==> config.mk <==
export PLATFORM = sky130hd
export DESIGN_NAME = dda_line_stepper_dashed
export DESIGN_NICKNAME = d
export VERILOG_FILES = /design/src/sv/dls_pkg.sv /design/src/sv/dda_line_stepper_dashed.sv /design/src/sv/dls_front.sv /design/src/sv/dls_queue.sv /design/src/sv/dls_div.sv /design/src/sv/dls_back.sv
export VERILOG_INCLUDE_DIRS = /design/src /design/src/sv
export SDC_FILE = /design/constraint.sdc
export NUM_CORES = 1
export LEC_CHECK = 0
export BUFFER_PORTS_ARGS = -buffer_cell sky130_fd_sc_hd__buf_2
export CAP_MARGIN = 20
export CORE_AREA = 2 2 242 244
export CTS_CLUSTER_SIZE = 28
export DETAILED_ROUTE_END_ITERATION = 10
export DIE_AREA = 0 0 244 246
export PLACE_DENSITY_LB_ADDON = 0.15
export SYNTH_ARGS = -nofsm -noshare
export SYNTH_HDL_FRONTEND = slang
export SYNTH_SLANG_ARGS = --single-unit
==> constraint.sdc <==
create_clock -name clk -period 5.9 [get_ports clk]
set_input_delay 0.59 -clock clk [delete_from_list [all_inputs] [get_ports clk]]
set_output_delay 0.59 -clock clk [all_outputs]
set_load 0.02 [all_outputs]
==> src/sv/dda_line_stepper_dashed_macros.svh <==
// Assertion helpers shared by the line stepper modules.
// Each expects the enclosing module to have clk and rst.
`ifndef DDA_LINE_STEPPER_DASHED_MACROS_SVH
`define DDA_LINE_STEPPER_DASHED_MACROS_SVH

// Consequent must hold in the same cycle as the antecedent.
`define DLS_ASSERT_SAME(label, ante, cons) \
  label: assert property (@(posedge clk) disable iff (rst) (ante) |-> (cons)) \
    else $error("dls: same-cycle check failed");

// Consequent must hold in the cycle after the antecedent.
`define DLS_ASSERT_NEXT(label, ante, cons) \
  label: assert property (@(posedge clk) disable iff (rst) (ante) |=> (cons)) \
    else $error("dls: next-cycle check failed");

`endif

==> src/sv/dls_pkg.sv <==
package dls_pkg;

  // Request kinds carried on the input tuser bit.
  localparam logic OP_START = 1'b0;
  localparam logic OP_TICK  = 1'b1;

  localparam int  DASH_W     = 8;
  localparam logic [DASH_W-1:0] DASH_RESET = 8'd1;

  // Status of the increment divider as seen by the back end.
  typedef struct packed {
    logic busy;
    logic done;
  } div_status_t;

endpackage

==> src/sv/dda_line_stepper_dashed.sv <==
// DDA line stepper with dashed output.
// Input channel (s_*): tuser selects the request kind. A start request
// (tuser 0) carries both endpoints in tdata and produces no output; a tick
// request (tuser 1) produces the next point of the current line. Ticks with
// no active line are dropped. A start during a line abandons that line.
// Output channel (m_*): tdata holds the rounded point, tuser is the plot
// flag for dashing and tlast marks the final point of the line.
// Configuration: cfg_wr_en writes cfg_wr_data into the dash spacing
// register (reset value 1, solid line); zero behaves like one.
// With the back end free, an accepted tick passes through the queue and
// the output register to m_tvalid, and ticks stream at one per cycle
// while the receiver is ready. A start holds the back end while the
// bit-serial divider forms both increments; requests behind it wait in the
// two-entry queue.
// Reset clears the queue, ends any active line and restores the spacing.
// When the receiver stalls, the output register holds its point and the
// queue absorbs up to two more requests before s_tready falls.
module dda_line_stepper_dashed #(
  parameter int COORD_BITS = 11,
  parameter int FRAC_BITS  = 16
) (
  input  logic                                 clk,
  input  logic                                 rst,
  input  logic                                 cfg_wr_en,
  input  logic [7:0]                           cfg_wr_data,
  input  logic                                 s_tvalid,
  output logic                                 s_tready,
  // s_tdata from bit 0: x_start, y_start, x_end, y_end, zero fill.
  input  logic [((4*COORD_BITS+7)/8)*8-1:0]    s_tdata,
  // s_tuser: opcode (0 start, 1 tick).
  input  logic                                 s_tuser,
  output logic                                 m_tvalid,
  input  logic                                 m_tready,
  // m_tdata from bit 0: point_x, point_y, zero fill.
  output logic [((2*COORD_BITS+7)/8)*8-1:0]    m_tdata,
  // m_tuser: plot.
  output logic                                 m_tuser,
  output logic                                 m_tlast
);

  // Queue entry: x_start, y_start, |dx|, |dy|, step, two signs, kind.
  localparam int QW = 5 * COORD_BITS + 3;

  logic          q_full, q_empty, q_push, q_pop;
  logic [QW-1:0] q_in, q_out;

  // The front end classifies each request and precomputes the deltas.
  dls_front #(
    .COORD_BITS (COORD_BITS)
  ) u_front (
    .s_tvalid (s_tvalid),
    .s_tready (s_tready),
    .s_tdata  (s_tdata),
    .s_tuser  (s_tuser),
    .q_full   (q_full),
    .q_push   (q_push),
    .q_entry  (q_in)
  );

  // The queue lets the front keep accepting while the back end divides.
  dls_queue #(
    .WIDTH (QW),
    .DEPTH (2)
  ) u_queue (
    .clk   (clk),
    .rst   (rst),
    .push  (q_push),
    .din   (q_in),
    .full  (q_full),
    .pop   (q_pop),
    .dout  (q_out),
    .empty (q_empty)
  );

  // The back end holds the line state, runs the divider and drives output.
  dls_back #(
    .COORD_BITS (COORD_BITS),
    .FRAC_BITS  (FRAC_BITS)
  ) u_back (
    .clk         (clk),
    .rst         (rst),
    .cfg_wr_en   (cfg_wr_en),
    .cfg_wr_data (cfg_wr_data),
    .head        (q_out),
    .empty       (q_empty),
    .pop         (q_pop),
    .m_tvalid    (m_tvalid),
    .m_tready    (m_tready),
    .m_tdata     (m_tdata),
    .m_tuser     (m_tuser),
    .m_tlast     (m_tlast)
  );

endmodule

==> src/sv/dls_front.sv <==
module dls_front #(
  parameter int COORD_BITS = 11
) (
  input  logic                                   s_tvalid,
  output logic                                   s_tready,
  input  logic [((4*COORD_BITS+7)/8)*8-1:0]      s_tdata,
  input  logic                                   s_tuser,
  input  logic                                   q_full,
  output logic                                   q_push,
  output logic [5*COORD_BITS+2:0]                q_entry
);

  localparam int C = COORD_BITS;

  logic [C-1:0] xs, ys, xe, ye;
  logic [C-1:0] adx, ady, step;
  logic         neg_x, neg_y, is_tick;

  // Deltas and the step count are worked out here so that the back end
  // only has to divide.
  always_comb begin
    xs      = s_tdata[C-1:0];
    ys      = s_tdata[2*C-1:C];
    xe      = s_tdata[3*C-1:2*C];
    ye      = s_tdata[4*C-1:3*C];
    neg_x   = (xe < xs);
    neg_y   = (ye < ys);
    adx     = neg_x ? (xs - xe) : (xe - xs);
    ady     = neg_y ? (ys - ye) : (ye - ys);
    step    = (adx > ady) ? adx : ady;
    is_tick = (s_tuser == dls_pkg::OP_TICK);
  end

  assign s_tready = !q_full;
  assign q_push   = s_tvalid && !q_full;
  assign q_entry  = {is_tick, neg_y, neg_x, step, ady, adx, ys, xs};

endmodule

==> src/sv/dls_queue.sv <==
module dls_queue #(
  parameter int WIDTH = 58,
  parameter int DEPTH = 2
) (
  input  logic             clk,
  input  logic             rst,
  input  logic             push,
  input  logic [WIDTH-1:0] din,
  output logic             full,
  input  logic             pop,
  output logic [WIDTH-1:0] dout,
  output logic             empty
);

  localparam int AW = (DEPTH > 1) ? $clog2(DEPTH) : 1;

  logic [WIDTH-1:0] slots [DEPTH];
  logic [AW:0]      wr_ptr, rd_ptr;

  assign empty = (wr_ptr == rd_ptr);
  assign full  = (wr_ptr[AW-1:0] == rd_ptr[AW-1:0]) && (wr_ptr[AW] != rd_ptr[AW]);
  assign dout  = slots[rd_ptr[AW-1:0]];

  always_ff @(posedge clk) begin
    if (rst) begin
      wr_ptr <= '0;
      rd_ptr <= '0;
    end else begin
      if (push) begin
        wr_ptr <= wr_ptr + 1'b1;
      end
      if (pop) begin
        rd_ptr <= rd_ptr + 1'b1;
      end
    end
  end

  always_ff @(posedge clk) begin
    if (push) begin
      slots[wr_ptr[AW-1:0]] <= din;
    end
  end

endmodule

==> src/sv/dls_div.sv <==
`include "dda_line_stepper_dashed_macros.svh"

module dls_div #(
  parameter int COORD_BITS = 11,
  parameter int FRAC_BITS  = 16
) (
  input  logic                      clk,
  input  logic                      rst,
  input  logic                      start,
  input  logic [COORD_BITS-1:0]     divisor,
  input  logic [COORD_BITS-1:0]     num_a,
  input  logic [COORD_BITS-1:0]     num_b,
  output logic [FRAC_BITS:0]        quo_a,
  output logic [FRAC_BITS:0]        quo_b,
  output dls_pkg::div_status_t      st
);

  localparam int C     = COORD_BITS;
  localparam int F     = FRAC_BITS;
  localparam int CNT_W = $clog2(F + 2);

  logic [C:0]       rem_a, rem_b;
  logic [C-1:0]     dvs;
  logic [CNT_W-1:0] cnt;
  logic             done;
  logic             ge_a, ge_b;
  logic [C:0]       diff_a, diff_b;
  logic [C-1:0]     sub_a, sub_b;

  // Restoring division, one quotient bit per cycle for both axes. The
  // numerator never exceeds the divisor, so F+1 bits cover the quotient.
  always_comb begin
    ge_a   = (rem_a >= {1'b0, dvs});
    ge_b   = (rem_b >= {1'b0, dvs});
    diff_a = rem_a - {1'b0, dvs};
    diff_b = rem_b - {1'b0, dvs};
    sub_a  = ge_a ? diff_a[C-1:0] : rem_a[C-1:0];
    sub_b  = ge_b ? diff_b[C-1:0] : rem_b[C-1:0];
  end

  always_ff @(posedge clk) begin
    if (rst) begin
      cnt  <= '0;
      done <= 1'b0;
    end else if (start) begin
      cnt  <= CNT_W'(F + 1);
      done <= 1'b0;
    end else if (cnt != '0) begin
      cnt  <= cnt - 1'b1;
      done <= (cnt == CNT_W'(1));
    end else begin
      done <= 1'b0;
    end
  end

  always_ff @(posedge clk) begin
    if (start) begin
      rem_a <= {1'b0, num_a};
      rem_b <= {1'b0, num_b};
      dvs   <= divisor;
    end else if (cnt != '0) begin
      rem_a <= {sub_a, 1'b0};
      rem_b <= {sub_b, 1'b0};
      quo_a <= {quo_a[F-1:0], ge_a};
      quo_b <= {quo_b[F-1:0], ge_b};
    end
  end

  assign st.busy = (cnt != '0);
  assign st.done = done;

  `DLS_ASSERT_SAME(a_start_idle, start, !st.busy)
  `DLS_ASSERT_NEXT(a_done_pulse, st.done, !st.done && !st.busy)
  `DLS_ASSERT_SAME(a_done_not_busy, st.done, !st.busy)

endmodule

==> src/sv/dls_back.sv <==
`include "dda_line_stepper_dashed_macros.svh"

module dls_back #(
  parameter int COORD_BITS = 11,
  parameter int FRAC_BITS  = 16
) (
  input  logic                                 clk,
  input  logic                                 rst,
  input  logic                                 cfg_wr_en,
  input  logic [dls_pkg::DASH_W-1:0]           cfg_wr_data,
  input  logic [5*COORD_BITS+2:0]              head,
  input  logic                                 empty,
  output logic                                 pop,
  output logic                                 m_tvalid,
  input  logic                                 m_tready,
  output logic [((2*COORD_BITS+7)/8)*8-1:0]    m_tdata,
  output logic                                 m_tuser,
  output logic                                 m_tlast
);

  localparam int C     = COORD_BITS;
  localparam int F     = FRAC_BITS;
  localparam int PW    = C + F + 1;
  localparam int IW    = F + 2;
  localparam int SW    = C + 1;
  localparam int OUT_W = ((2*C+7)/8)*8;
  localparam int DW    = dls_pkg::DASH_W;

  localparam logic ST_RUN = 1'b0;
  localparam logic ST_DIV = 1'b1;

  logic [C-1:0] h_xs, h_ys, h_adx, h_ady, h_step;
  logic         h_neg_x, h_neg_y, h_tick;

  assign {h_tick, h_neg_y, h_neg_x, h_step, h_ady, h_adx, h_ys, h_xs} = head;

  logic          state;
  logic          active;
  logic [PW-1:0] pos_x, pos_y;
  logic [IW-1:0] inc_x, inc_y;
  logic [SW-1:0] steps_left;
  logic [DW-1:0] dash_phase, dash_spacing;
  logic          neg_x, neg_y, step_zero;
  logic          out_valid, out_plot, out_last;
  logic [C-1:0]  out_x, out_y;

  logic          out_free, load_start, load_tick, is_last, div_finish;
  logic [F:0]    quo_x, quo_y;
  logic [IW-1:0] mag_x, mag_y;
  logic [PW-1:0] rnd_x, rnd_y;
  logic [DW-1:0] spacing_eff, phase_next;
  logic [DW:0]   phase_inc;
  dls_pkg::div_status_t div_st;

  dls_div #(
    .COORD_BITS (C),
    .FRAC_BITS  (F)
  ) u_div (
    .clk     (clk),
    .rst     (rst),
    .start   (load_start),
    .divisor (h_step),
    .num_a   (h_adx),
    .num_b   (h_ady),
    .quo_a   (quo_x),
    .quo_b   (quo_y),
    .st      (div_st)
  );

  always_comb begin
    out_free    = !out_valid || m_tready;
    pop         = (state == ST_RUN) && !empty && (h_tick ? out_free : 1'b1);
    load_start  = pop && !h_tick;
    load_tick   = pop && h_tick && active;
    div_finish  = (state == ST_DIV) && div_st.done;
    is_last     = (steps_left <= SW'(1));
    mag_x       = {1'b0, quo_x};
    mag_y       = {1'b0, quo_y};
    rnd_x       = pos_x + (PW'(1) << (F - 1));
    rnd_y       = pos_y + (PW'(1) << (F - 1));
    spacing_eff = (dash_spacing == '0) ? DW'(1) : dash_spacing;
    phase_inc   = {1'b0, dash_phase} + 1'b1;
    phase_next  = (phase_inc >= {1'b0, spacing_eff}) ? '0 : phase_inc[DW-1:0];
  end

  always_ff @(posedge clk) begin
    if (rst) begin
      state        <= ST_RUN;
      active       <= 1'b0;
      steps_left   <= '0;
      dash_phase   <= '0;
      dash_spacing <= dls_pkg::DASH_RESET;
      out_valid    <= 1'b0;
    end else begin
      if (cfg_wr_en) begin
        dash_spacing <= cfg_wr_data;
      end
      priority if (load_start) begin
        state      <= ST_DIV;
        active     <= 1'b1;
        steps_left <= {1'b0, h_step} + 1'b1;
        dash_phase <= '0;
      end else if (div_finish) begin
        state <= ST_RUN;
      end else if (load_tick) begin
        dash_phase <= phase_next;
        if (is_last) begin
          active     <= 1'b0;
          steps_left <= '0;
        end else begin
          steps_left <= steps_left - 1'b1;
        end
      end
      if (load_tick) begin
        out_valid <= 1'b1;
      end else if (m_tready) begin
        out_valid <= 1'b0;
      end
    end
  end

  always_ff @(posedge clk) begin
    if (load_start) begin
      pos_x     <= {1'b0, h_xs, {F{1'b0}}};
      pos_y     <= {1'b0, h_ys, {F{1'b0}}};
      neg_x     <= h_neg_x;
      neg_y     <= h_neg_y;
      step_zero <= (h_step == '0);
    end else if (load_tick) begin
      pos_x <= pos_x + {{(PW-IW){inc_x[IW-1]}}, inc_x};
      pos_y <= pos_y + {{(PW-IW){inc_y[IW-1]}}, inc_y};
    end
    if (div_finish) begin
      inc_x <= step_zero ? '0 : (neg_x ? -mag_x : mag_x);
      inc_y <= step_zero ? '0 : (neg_y ? -mag_y : mag_y);
    end
    if (load_tick) begin
      out_x    <= rnd_x[F+C-1:F];
      out_y    <= rnd_y[F+C-1:F];
      out_plot <= (dash_phase == '0);
      out_last <= is_last;
    end
  end

  assign m_tvalid = out_valid;
  assign m_tdata  = OUT_W'({out_y, out_x});
  assign m_tuser  = out_plot;
  assign m_tlast  = out_last;

  `DLS_ASSERT_SAME(a_no_pop_in_div, state == ST_DIV, !pop)
  `DLS_ASSERT_SAME(a_finish_in_div, div_st.done, state == ST_DIV)
  `DLS_ASSERT_NEXT(a_last_ends_line, load_tick && is_last, !active)

endmodule

==> metrics.md, run 1 <==
| Metric | Value |
|---|---|
| Status | finished clean |
| Starting DRT DRC Count | between 900 and 1000 |
| Die Height | about 250 um |
| Most common cell in the netlist | edfxtp_1 |
| Net Sw Frac | between 30% and 40% |
| DP Worst Slack | 0.628 ns |
| Num rows | approximately 90 |
| Switching power | around 4.9 mW |
| Post-route cell area | between 0.02 and 0.025 sq mm |
| Die area | roughly 0.06 sq mm |
| Pin slew with the least headroom to its limit | roughly 1.0 ns |
| TritonCTS clock tree | yes |
| Crit. Startpoint | s_tdata[8] |
| Total negative slack | 0 ns |
| Dominant synthesized flop cell | edfxtp_1 |
| Mux share of post-synthesis cell area | under 10% |
| RD Place Congestion | approximately 0.86 |
| Synthesis-to-finish area growth | 13.5% |
| Synth warn | 0 |
| Clock buffer count from CTS | 42 |
| Final Total Pwr | 12.4 mW |
| Fin nets | approximately 2200 |
| Most frequent CP cell | a21o_1 |
| DR vias | roughly 14000 |
| DP Area | 0.0212 sq mm |
| Crit path time final | approximately 4.7 ns |
| Vias in the first global route | around 14000 |
| Number of fillers in the final layout | between 5000 and 6000 |
| Mapped Area | around 0.020 sq mm |
| Number of synthesized register bits | 344 |
| Die width | approximately 240 um |
| Compound-gate portion of the synthesized area | between 10% and 20% |
| Kind of critical path | in2reg |
| Fin. Hold Viols | 0 |
| Fin crit share | between 70% and 80% |
| Final wirelength | ~47 mm |
| Pwr per Cell Area | 549 mW/mm^2 |
| Post-route setup slack | about 1.2 ns |
| Setup Buffers After CTS | 0 |
| Post-Synth Adder-Cell Area | between 10 and 15% |
| Setup-failing EPs final | 0 |
| Worst hold slack | around 0.23 ns |
| Post-synth top cells | edfxtp_1 (268), nor2_1 (150), ha_1 (148), inv_1 (139) |
| Hold Crit Class | in2reg |
| Initial antenna violation count | 0 |
| Mean Syn Cell Area | ~10 sq um |
| Crit Path Max Fanout | 11 |
| Diode count | 0 |
| Core ar. | 0.0574 sq mm |
| Sequential area share after synthesis | roughly 48% |
| Slowest CP cell | ha_1 |
| Worst r2r src | u_back.inc_y[0] |
| Starting density of the core | 34.7% |
| Worst setup SP type | primary input |
| Lkg Pwr | 9.02 nW |
| CP delay by family, top | compound AO/OA/AOI/OAI gates |
| FF-to-FF path depth | 11 |
| Clock Tree Root | clkbuf_16 |
| # IOs | 90 |
| Maxcap violations | 0 |
| Antenna Nets Post-Route | 0 |
| CTS max path bufs | 3 |
| Slew headroom | 30.1% |
| Synth top area cells | edfxtp_1 (40%), ha_1 (9.3%), dfxtp_1 (7.6%) |
| Pin count of the biggest net entering global routing | 66 |
| Share of cells above drive strength 1 | about a tenth |
| FF-to-FF End | u_back.pos_y[26] |
| GRT Residual Overflow | 0 |
| Remaining DRCs | 0 |
| CTS clk-pin slew, worst paths | about 0.06 ns |
| First-pass GRT wire length | about 75 mm |
| CP Buf/Inv Count | 4 |
| Post-CTS Hold Fix Bufs | 0 |
| Critical path destination | u_queue.slots[0][48] |
| Cells after synthesis | approximately 1900 |
| GRT Total Usage | approximately 16% |
| IO buf count | 83 |
| Combinational power share | roughly 44% |
| Worst vdd ir | roughly 0.00026 V |
| Clk pwr share | a little over a fifth |
| Yosys top cell by area | edfxtp_1 |
| Critical path, cell by cell | buf_2, inv_1, ha_1, a21o_1, a21o_1, a21oi_1, nand2_1, a31oi_1, buf_4, mux2i_1, xnor2_1, ha_1, a21o_1, a21oi_1, o221ai_1, a31oi_1, o21ai_0, o31ai_1, buf_4, mux2_2 |
| Simple-Gate Fraction of Synth Area | between 10% and 20% |
| Int Power | 7.54 mW |
| Clk_lat worst skew | around 0.56 ns |
| Largest family of logic cells by synthesized area | compound AO/OA/AOI/OAI gates |
| DP Wirelength | around 34 mm |
| Sinks on Clock Net | around 340 |
| 1st-pass router iterations | 5 |
| Drt wl/cell | between 15 and 20 um |
| Synth top area share | approximately 40% |
| Achievable Freq | 213 MHz |
| Setup Skew | around 0.02 ns |
| Data required, critical path | roughly 6.2 ns |
| R2R Setup Slk | around 2.7 ns |
| CP Data Arrival Time | around 5.0 ns |
| H-tree level count | 2 |
| Seq pwr share | 35.0% |
| Slew Limit Fails | 0 |
| Post-synth EDFFs | between 200 and 300 |
| Levels on crit path | 20 |
| Post_cts resized | 0 |
| Unrepaired setup endpoints after global routing | no |
| Synth cell types | between 70 and 80 |
| Post-Synth XOR/XNOR Area | 6.63% |
| Asr flop ratio synth | 0% |
| CP max stage delay | about 0.41 ns |
| Critical path endpoint category | register |
| Vias per inst | 5.09 |
registers in the layout (all words and copies together) (netlist names), 12 cells and up, named ones only:
name	cells
u_back.inc_x	18
u_back.inc_y	18
u_back.pos_x	27
u_back.pos_y	27
u_back.steps_left	12
u_back.u_div.quo_a	17
u_back.u_div.quo_b	17
u_back.u_div.rem_a	12
u_back.u_div.rem_b	12
u_queue.slots	116
layout by cell type (no fill, tap or decap), drive strengths merged, types with 10 or more instances in the layout:
cell    netlist  layout
mux2         13      13
nor2        150     150
o22ai        27      27
o21ai       106     106
o31ai        13      13
edfxtp      268     268
nor2b        20      20
xor2         65      65
nor4         10      10
buf          22     101
and2         11      11
inv         140     143
nand3        41      41
and3         17      17
or2          13      13
a21o         51      51
clkbuf       44      55
nor3         39      39
dfxtp        76      76
nand4        14      14
a21oi       127     127
nand2b       20      20
xnor2        85      85
o21bai       12      12
a211oi       28      28
ha          148     148
mux2i        80      80
a31oi        24      24
nand2       127     127
metrics by stage:
| step | std cells | util [%] |
|---|---|---|
| 2_1_floorplan | 1904 | - |
| 5_1_grt | 2778 | 39.4 |
| 4_1_cts | 2776 | 39.4 |
| 3_3_place_gp | 2701 | 36.9 |
| 3_5_place_dp | 2702 | 36.9 |
| 6_report | 2778 | 39.4 |
logic make-up after synthesis:
kind of cell / Yosys count
buffers and inverters: 207
adder cells (fa/ha/maj): 156
multiplexers: 93
other: 1
flip-flops: 344
AO/OA/AOI/OAI: 463
XOR/XNOR: 150
AND/OR/NAND/NOR: 489
layer usage:
metal / track usage (%) / part of all wire (%)
met2: 25.1 / 44
met3: 2.04 / 4.0
met4: 4.57 / 2.0
met5: 0 / 0
met1: 22.5 / 50
power by group through the flow:
stage	clock [mW]	sequential, mW	combinational, mW
final	2.65	4.35	5.43
after floorplan	0	4.20	4.16
after global routing	2.83	4.44	6.15
after detailed placement	0	4.40	5.38
after CTS	2.73	4.36	5.41
after global placement	0	4.40	5.30
worst reg2reg max path, cell delays in order (launching register included):
cell and delay, ns:
edfxtp_1 0.37, ha_1 0.22, inv_1 0.07, fa_1 0.21, nor2b_1 0.08, o31a_1 0.28
o41ai_2 0.33, nand2_1 0.25, a31oi_1 0.42, nor3_1 0.13, or3_1 0.38, a211o_1 0.27
final cells by class:
class	count	area, sq um	area share, %
multi-input cells	1353	9580	42.3
flip-flops and latches	344	9570	42.3
clock buffers	55	1140	5.04
well taps	765	957	4.23
repair buffers	101	586	2.59
inverters	141	529	2.34
clock inverters	19	263	1.16
worst min path at each step:
stage | startpoint | endpoint | slack [ns] | depth (start not counted)
final | s_tuser | u_queue.slots[1][57] | 0.23 | 1
after global routing | s_tuser | u_queue.slots[0][57] | 0.22 | 1
after CTS | s_tuser | u_queue.slots[1][57] | 0.20 | 1
after detailed placement | u_back.pos_y[6] | u_back.pos_y[6] | 0.45 | 2
after global placement | u_back.pos_x[13] | u_back.pos_x[13] | 0.44 | 2
after floorplan | u_back.pos_x[10] | u_back.pos_x[10] | 0.43 | 2
(Power assumes the default switching activity.)
==> inputs of run 2 (changes only) <==
==> constraint.sdc (replaced) <==
create_clock -name clk -period 4.55 [get_ports clk]
set_input_delay 0.455 -clock clk [delete_from_list [all_inputs] [get_ports clk]]
set_output_delay 0.455 -clock clk [all_outputs]
set_load 0.02 [all_outputs]
==> metrics.md, run 2 (same netlist as run 1, synthesis figures left out) <==
| Metric | Value |
|---|---|
| Status | finished clean |
| Pwr per Cell Area | 699 mW/mm^2 |
| Vias per inst | about 5 |
| Area of the multi-input gates | ~0.0096 sq mm |
| Setup Buffers After CTS | 0 |
| Worst setup SP type | primary input |
| Die area | around 0.06 sq mm |
| H-tree level count | 2 |
| Post-CTS Hold Fix Bufs | 0 |
| Diode count | 0 |
| Die Height | ~250 um |
| # IOs | 90 |
| Synthesis-to-finish area growth | 13.9% |
| Clock Tree Root | clkbuf_16 |
| FF-to-FF path depth | 11 |
| Most frequent cells in the layout | edfxtp_1 (268), ha_1 (148), nor2_1 (147), inv_1 (139) |
| Slowest CP cell | o31ai_4 |
| GRT Residual Overflow | 0 |
| 1st-pass router iterations | 5 |
| TritonCTS clock tree | yes |
| Max FFs per register | around 120 |
| Fin nets | 2231 |
| DR vias | between 10000 and 15000 |
| Slew headroom | between 30% and 40% |
| Lkg Pwr | 9.09 nW |
| Pin count of the biggest net entering global routing | 53 |
| Setup-failing EPs final | 0 |
| Total negative slack | 0 ns |
| Post-route setup slack | between 0.6 and 0.7 ns |
| First-pass GRT wire length | 76.0 mm |
| Core ar. | ~0.057 sq mm |
| RD Place Congestion | about 0.87 |
| DP Wirelength | 34.9 mm |
| CTS clk-pin slew, worst paths | 0.06 ns |
| Vias in the first global route | roughly 14000 |
| Starting DRT DRC Count | around 890 |
| Drt wl/cell | 16.9 um |
| Antenna Nets Post-Route | 0 |
| Sinks on Clock Net | roughly 340 |
| Number of fillers in the final layout | approximately 5600 |
| Commonest non-fill, non-tap cell in the layout | edfxtp_1 |
| Share of cells above drive strength 1 | around 11% |
| Worst vdd ir | about 0.00032 V |
| Initial antenna violation count | 0 |
| Setup Skew | 0.0205 ns |
| FF/Latch Area | between 0.009 and 0.01 sq mm |
| Kind of critical path | in2reg |
| Clk_lat worst skew | ~0.56 ns |
| Clock buffer count from CTS | 42 |
| Fin. Hold Viols | 0 |
| Data required, critical path | slightly below 5 ns |
| Achievable Freq | 254 MHz |
| Maxcap violations | 0 |
| Critical path endpoint category | register |
| Worst hold slack | 0.101 ns |
| Slew Limit Fails | 0 |
| Die width | approximately 240 um |
| Remaining DRCs | 0 |
| Crit Path Max Fanout | 10 |
| IO buf count | 83 |
| CP Data Arrival Time | approximately 4.2 ns |
| Post_cts resized | 0 |
| Final wirelength | 47.5 mm |
| Critical path, cell by cell | buf_2, inv_1, ha_1, nand2b_1, a21oi_1, o21ai_2, o31ai_4, buf_4, mux2i_1, o311ai_1, xnor2_1, ha_1, nor3_1, o221ai_1, a31oi_1, o21ai_0, o31ai_1, buf_4, mux2_2 |
| CP max stage delay | 0.44 ns |
| Hold Crit Class | in2reg |
| Starting density of the core | about a third |
| GRT Total Usage | about 16% |
| Num rows | 88 |
| DP Worst Slack | ~0.055 ns |
| Unrepaired setup endpoints after global routing | no |
| Pin slew with the least headroom to its limit | around 0.99 ns |
| Fin crit share | between 80% and 90% |
| Crit path time final | approximately 4 ns |
| CTS max path bufs | 3 |
| WHS Path Cells | 1 |
-- run 2: cell types whose count changed in the layout (fill, tap and decap cells not counted), moves of 2 or more --
cell / previous run / this run
buf_4: 15 / 48
buf_8: 2 / 0
bufinv_16: 6 / 2
clkbuf_1: 10 / 6
clkinv_1: 2 / 16
clkinvlp_4: 3 / 1
inv_6: 3 / 1
-- run 2: worst paths after layout --
path         slack, ns              endpoint             from
min               0.10  u_queue.slots[0][57]          s_tuser
max reg2reg       1.23      u_back.pos_y[20]  u_back.inc_y[0]
max               0.61  u_queue.slots[1][51]      s_tdata[12]
min reg2reg       0.46       u_back.pos_y[0]  u_back.pos_y[0]
-- run 2: metal layers --
metal  share of wire, %  wire length (um)  global-route usage [%]  vias to the layer above
li1                   -                 -                       -                     7152
met2                 43             20500                    24.7                      325
met5                  0                 0                       0                        -
met1                 50             23800                    22.7                     6742
met4                2.2              1040                    4.41                        0
met3                4.5              2150                    2.67                       59
-- run 2: final cells by class --
type | count | share of cell area (%)
Clock buffer | 50 | 4.90
Clock inverter | 26 | 0.755
Timing Repair Buffer | 131 | 3.42
Inverter | 141 | 2.33
Multi-Input combinational cell | 1353 | 42.2
Sequential cell | 344 | 42.2
Tap cell | 765 | 4.22
-- run 2: stage by stage --
stage | utilization, % | total power [mW] | cell area, sq um | cells
finish | 39.6 | 15.9 | 22700 | 2810
global route | 39.6 | 17.2 | 22700 | 2810
CTS | 39.6 | 16.0 | 22700 | 2810
detailed placement | 37.3 | 12.8 | 21400 | 2734
global placement | 37.3 | 12.7 | 21400 | 2734
floorplan | - | 10.8 | 19900 | 1904
-- run 2: where the power goes --
group          leakage [nW]  switching [mW]  internal [mW]
logic                  5.31            4.35           2.78
clock network         0.628            1.28           1.85
registers              3.15           0.695           4.90
-- run 2: critical path: cells and delay by family --
kind	cells	cell delay, ns
simple gates	2	0.26
buf+inv	4	0.76
xor+xnor	1	0.17
mux	2	0.56
fa+ha+maj	2	0.53
compound gates	8	1.48
